`src/rtl/pee_pkg.sv`:
```
package pee_pkg;

	localparam int CHAR_W   = 8;
	localparam int DATA_W   = 32;
	localparam int STATUS_W = 2;

	typedef logic [DATA_W-1:0] word_t;
	typedef logic [CHAR_W-1:0] char_t;

	typedef enum logic [STATUS_W-1:0] {
		ST_OK        = 2'd0,
		ST_OVERFLOW  = 2'd1,
		ST_UNDERFLOW = 2'd2,
		ST_DIVZERO   = 2'd3
	} status_t;

	typedef enum logic [1:0] {
		OP_ADD = 2'd0,
		OP_SUB = 2'd1,
		OP_MUL = 2'd2,
		OP_DIV = 2'd3
	} op_t;

	localparam char_t CH_ZERO  = 8'h30;
	localparam char_t CH_NINE  = 8'h39;
	localparam char_t CH_PLUS  = 8'h2B;
	localparam char_t CH_MINUS = 8'h2D;
	localparam char_t CH_STAR  = 8'h2A;
	localparam char_t CH_SLASH = 8'h2F;
	localparam char_t CH_CLOSE = 8'h29;

	typedef struct packed {
		logic  start;
		word_t dividend;
		word_t divisor;
	} div_req_t;

	typedef struct packed {
		logic  done;
		word_t quotient;
	} div_rsp_t;

	function automatic status_t note_status(status_t cur, status_t code);
		note_status = (cur == ST_OK) ? code : cur;
	endfunction

endpackage

```
`src/rtl/pee_div.sv`:
```
module pee_div (
	input  logic              clk,
	input  logic              arst_n,
	input  pee_pkg::div_req_t req,
	output pee_pkg::div_rsp_t rsp
);

	localparam int DW = pee_pkg::DATA_W;
	localparam int NW = $clog2(DW);

	logic          busy_q;
	logic          done_q;
	logic          neg_q;
	logic [NW-1:0] cnt_q;
	logic [DW-1:0] rem_q;
	logic [DW-1:0] quo_q;
	logic [DW-1:0] dvs_q;

	logic [DW:0]   shifted;
	logic [DW:0]   diff;
	logic [DW-1:0] abs_dividend;
	logic [DW-1:0] abs_divisor;

	assign abs_dividend = req.dividend[DW-1] ? (~req.dividend + 1'b1) : req.dividend;
	assign abs_divisor  = req.divisor[DW-1]  ? (~req.divisor + 1'b1)  : req.divisor;
	assign shifted      = {rem_q, quo_q[DW-1]};
	assign diff         = shifted - {1'b0, dvs_q};

	always_ff @(posedge clk or negedge arst_n) begin
		if (!arst_n) begin
			busy_q <= 1'b0;
			done_q <= 1'b0;
			cnt_q  <= '0;
		end else begin
			done_q <= 1'b0;
			if (req.start) begin
				busy_q <= 1'b1;
				cnt_q  <= NW'(DW - 1);
			end else if (busy_q) begin
				cnt_q <= cnt_q - 1'b1;
				if (cnt_q == '0) begin
					busy_q <= 1'b0;
					done_q <= 1'b1;
				end
			end
		end
	end

	always_ff @(posedge clk) begin
		if (req.start) begin
			rem_q <= '0;
			quo_q <= abs_dividend;
			dvs_q <= abs_divisor;
			neg_q <= req.dividend[DW-1] ^ req.divisor[DW-1];
		end else if (busy_q) begin
			if (!diff[DW]) begin
				rem_q <= diff[DW-1:0];
				quo_q <= {quo_q[DW-2:0], 1'b1};
			end else begin
				rem_q <= shifted[DW-1:0];
				quo_q <= {quo_q[DW-2:0], 1'b0};
			end
		end
	end

	assign rsp.done     = done_q;
	assign rsp.quotient = neg_q ? (~quo_q + 1'b1) : quo_q;

	a_start_idle: assert property (@(posedge clk) disable iff (!arst_n)
		req.start |-> !busy_q)
		else $error("divider started while busy");

	a_last_step_done: assert property (@(posedge clk) disable iff (!arst_n)
		(busy_q && cnt_q == '0 && !req.start) |=> (rsp.done && !busy_q))
		else $error("divider missed completion");

	a_done_pulse: assert property (@(posedge clk) disable iff (!arst_n)
		rsp.done |=> !rsp.done)
		else $error("divider done held");

endmodule

```
`config.mk`:
```
export PLATFORM = sky130hd
export DESIGN_NAME = pee_div
export DESIGN_NICKNAME = d
export VERILOG_FILES = /design/src/rtl/pee_pkg.sv /design/src/rtl/pee_div.sv
export SDC_FILE = /design/constraint.sdc
export NUM_CORES = 1
export LEC_CHECK = 0
export BUFFER_PORTS_ARGS = -buffer_cell sky130_fd_sc_hd__buf_4
export CAP_MARGIN = 5
export CORE_ASPECT_RATIO = 0.6
export CORE_UTILIZATION = 35
export DETAILED_ROUTE_END_ITERATION = 6
export PLACE_DENSITY_LB_ADDON = 0.1
export REMOVE_ABC_BUFFERS = 1
export SETUP_SLACK_MARGIN = 0.3
export SLEW_MARGIN = 30
export SYNTH_ARGS = -nofsm -noshare
export SYNTH_HDL_FRONTEND = slang
export SYNTH_SLANG_ARGS = --single-unit
```
`constraint.sdc`:
```
create_clock -name clk -period 4.52 [get_ports clk]
set_input_delay 0.452 -clock clk [delete_from_list [all_inputs] [get_ports clk]]
set_output_delay 0.452 -clock clk [all_outputs]
set_load 0.05 [all_outputs]
```
==> metrics <==
Leakage approximately 3.6 nW; Routed Wire Length 20320 µm; Routed wire per std cell 16.11 µm; Overflow after GRT 0; Peak VDD IR 190.7 µV; vias per cell 5.244; post-synthesis area per instance roughly 8.6 µm²; clock latency at the later pin of the worst-skew pair roughly 0.36 ns; Largest stage delay, worst path between 0.5 and 0.6 ns; share of layout cells above drive strength 1 14.36%; PwrDens between 400 and 500 mW/mm²; Syn Inst Count between 900 and 1000; final worst path period need slightly above 4 ns; YS warnings 0; CTS Buffer Depth 2; RSZ-0062 raised after global routing yes; routed via count about 6600; Critical Path AT approximately 3.6 ns; Crit-path slowest cell or4_4; flops & latches, synth between 100 and 150; Rel. slew slack between 40% and 50%; Placement Rows 41; Synth Flop Type edfxtp_1; worst-path maximum fanout 5; initial antenna violation count 0; Req. time, crit path about 4 ns; max cap viols 0; TNS Setup 0 ns; Final Cycle Share 89.76%; post-route ant nets 0; kind of critical path reg -> out; Die Ht 117.5 µm; nets@finish roughly 1100; initial core utilization a little over a third; Post-DP HPWL 15420 µm; core box area roughly 0.021 mm²; post-synthesis sequential area ratio about 36%; Slew Viols, Final 0; drt initial violations 476; Total GRT Usage a little under a fifth; # fillers about 2100; Final Wtd Congestion approximately 0.85; first-pass GRT wire length approximately 33000 µm; clk sink count around 100; Ant. Diodes 0; fmax between 200 and 250 MHz; r2r setup slk between 0.8 and 0.9 ns; async set-or-reset flop fraction in the synthesized netlist under 10%; Worst Hold Class in -> reg; pin count of the biggest net entering global routing about 90; final setup vio count 0; Cell Area, Synth 0.007784 mm²; die width between 150 and 200 µm; Ports 100; drt drc 0; clock skew 0.01544 ns; Clk pin slew, worst setup/hold paths around 0.07 ns; Cell Chain, Critical Path inv_1 > ha_1 > nand2b_1 > nand2b_1 > or4_4 > or3_4 > or4_4 > or3_4 > o31ai_4 > xnor2_1 > buf_4; port buffer count a little under 100; H-tree Lvls 3; total CTS buffers 9; CP endpoint kind primary output; vias in the first global route roughly 6100; synth unique cells a little under 60; CTS tree built; number of flops mapped to enable cells by yosys 65; status complete, no violations; WP buf/inv 2; slew at the pin closest to its max-slew limit between 0.8 and 0.9 ns; crit path launch type flip-flop; P&R area growth vs syn 16.77%; Fin. Hold Viols 0; die area ~0.023 mm²; Detailed Routing Iterations Pass 1 4; top cell family by delay on the critical path simple AND/OR/NAND/NOR gates; Root Buffer clkbuf_16; Hold WS about 0.32 ns
-- through the flow --
step	power [mW]	instance area [µm²]	instances	setup slack [ns]	utilization [%]
floorplan	2.429	7595	857	0.5925	-
global placement	2.949	8773	1241	0.8330	41.01
detailed placement	2.941	8773	1241	0.7887	41.01
CTS	3.709	9059	1258	0.3939	42.35
global route	3.931	9089	1261	0.2847	42.49
finish	3.694	9089	1261	0.4626	42.49
-- flip-flops by register name (all words and copies together), names as in the netlist --
signal	flops
rem_q	32
neg_q	1
busy_q	1
cnt_q	5
done_q	1
quo_q	32
dvs_q	32
-- report_power, final --
group          internal (mW)  switching (mW)  leakage (nW)
Combinational          0.633            1.02          2.53
Clock                  0.388           0.364         0.129
Sequential              1.17           0.125         0.979
-- worst register-to-register path, cell delays in order, from the launching register on --
cell	delay [ns]
edfxtp_1	0.35
inv_1	0.09
ha_1	0.23
fa_1	0.38
nand2b_1	0.20
a21oi_1	0.23
o211ai_1	0.15
a31oi_1	0.39
a41oi_2	0.33
xor2_2	0.53
buf_4	0.32
nand2_1	0.08
a311oi_1	0.25
-- per-layer routing --
layer  global-route usage, %  up-vias  part of all wire, %
li1                        -     3406                    -
met1                   31.18     3077                   59
met2                   22.04      121                   36
met3                   3.324        9                  3.9
met4                   2.976        0                 0.58
met5                       0        -                    0
-- layout make-up --
class	count	area, µm²	share of cell area (%)
Clock buffer	11	242.7	2.671
Sequential cell	104	2769	30.47
Tap cell	279	349.1	3.841
Multi-Input combinational cell	702	4654	51.21
Inverter	51	191.4	2.106
Timing Repair Buffer	109	849.6	9.347
Clock inverter	5	32.53	0.3579
-- kinds of logic after synthesis --
logic type	Yosys count	share of synthesized area, %
compound gates	240	20.74
xor+xnor	124	13.95
fa+ha+maj	38	6.205
buf+inv	99	4.886
flops	104	35.56
mux	2	0.2572
simple gates	298	18.41
-- cells in the mapped netlist, drive strengths merged, types with 31 or more instances --
cell / number / area (µm²)
a21oi: 64 / 320.3
clkbuf: 42 / 157.7
dfxtp: 32 / 640.6
edfxtp: 65 / 1952
ha: 37 / 462.9
inv: 51 / 191.4
nand2: 112 / 420.4
nor2: 84 / 315.3
o21ai: 43 / 215.2
o31ai: 31 / 246.5
xnor2: 79 / 691.9
xor2: 45 / 394.1
-- placed cells by master (no fill, tap or decap), types with 3 or more instances in the layout --
cell / n
dfrtp_1: 6
inv_1: 51
a211oi_1: 7
o31ai_1: 30
xor2_1: 44
o21a_1: 5
or4_1: 13
clkbuf_16: 9
or3_1: 10
buf_4: 105
a21oi_1: 64
or4_4: 3
or2_2: 3
nand3_1: 8
and4_1: 3
dfxtp_1: 32
ha_1: 37
o21ai_0: 40
xnor2_1: 78
nor3_1: 10
o41ai_1: 13
edfxtp_1: 65
o21bai_1: 4
and3_1: 4
nor2_1: 84
o211ai_1: 4
nand2b_1: 17
a311oi_1: 28
a21o_1: 19
a31oi_1: 7
nor2b_1: 6
o22ai_1: 5
nand4_1: 9
nand2_1: 112
-- worst paths after layout --
check / startpoint / to / cells after the start
setup / recovery: quo_q[0]$_DFFE_PP_ / rsp[28] / 11
hold / removal: req[0] / dvs_q[0]$_DFFE_PP_ / 1
setup reg to reg: quo_q[31]$_DFFE_PP_ / rem_q[26]$_SDFFE_PP0P_ / 12
hold reg to reg: rem_q[21]$_SDFFE_PP0P_ / rem_q[22]$_SDFFE_PP0P_ / 2
max in group asynchronous: arst_n / busy_q$_DFF_PN0_ / 2
min in group asynchronous: arst_n / cnt_q[2]$_DFFE_PN0P_ / 2
-- what timing repair did --
action / CTS / global route
hold endpoints to repair: 7 / 0
setup endpoints to repair: 0 / 6
hold buffers: 1 / 0
gates resized for setup: 0 / 1
buffers inserted: 0 / 2
(Power assumes the default switching activity.)
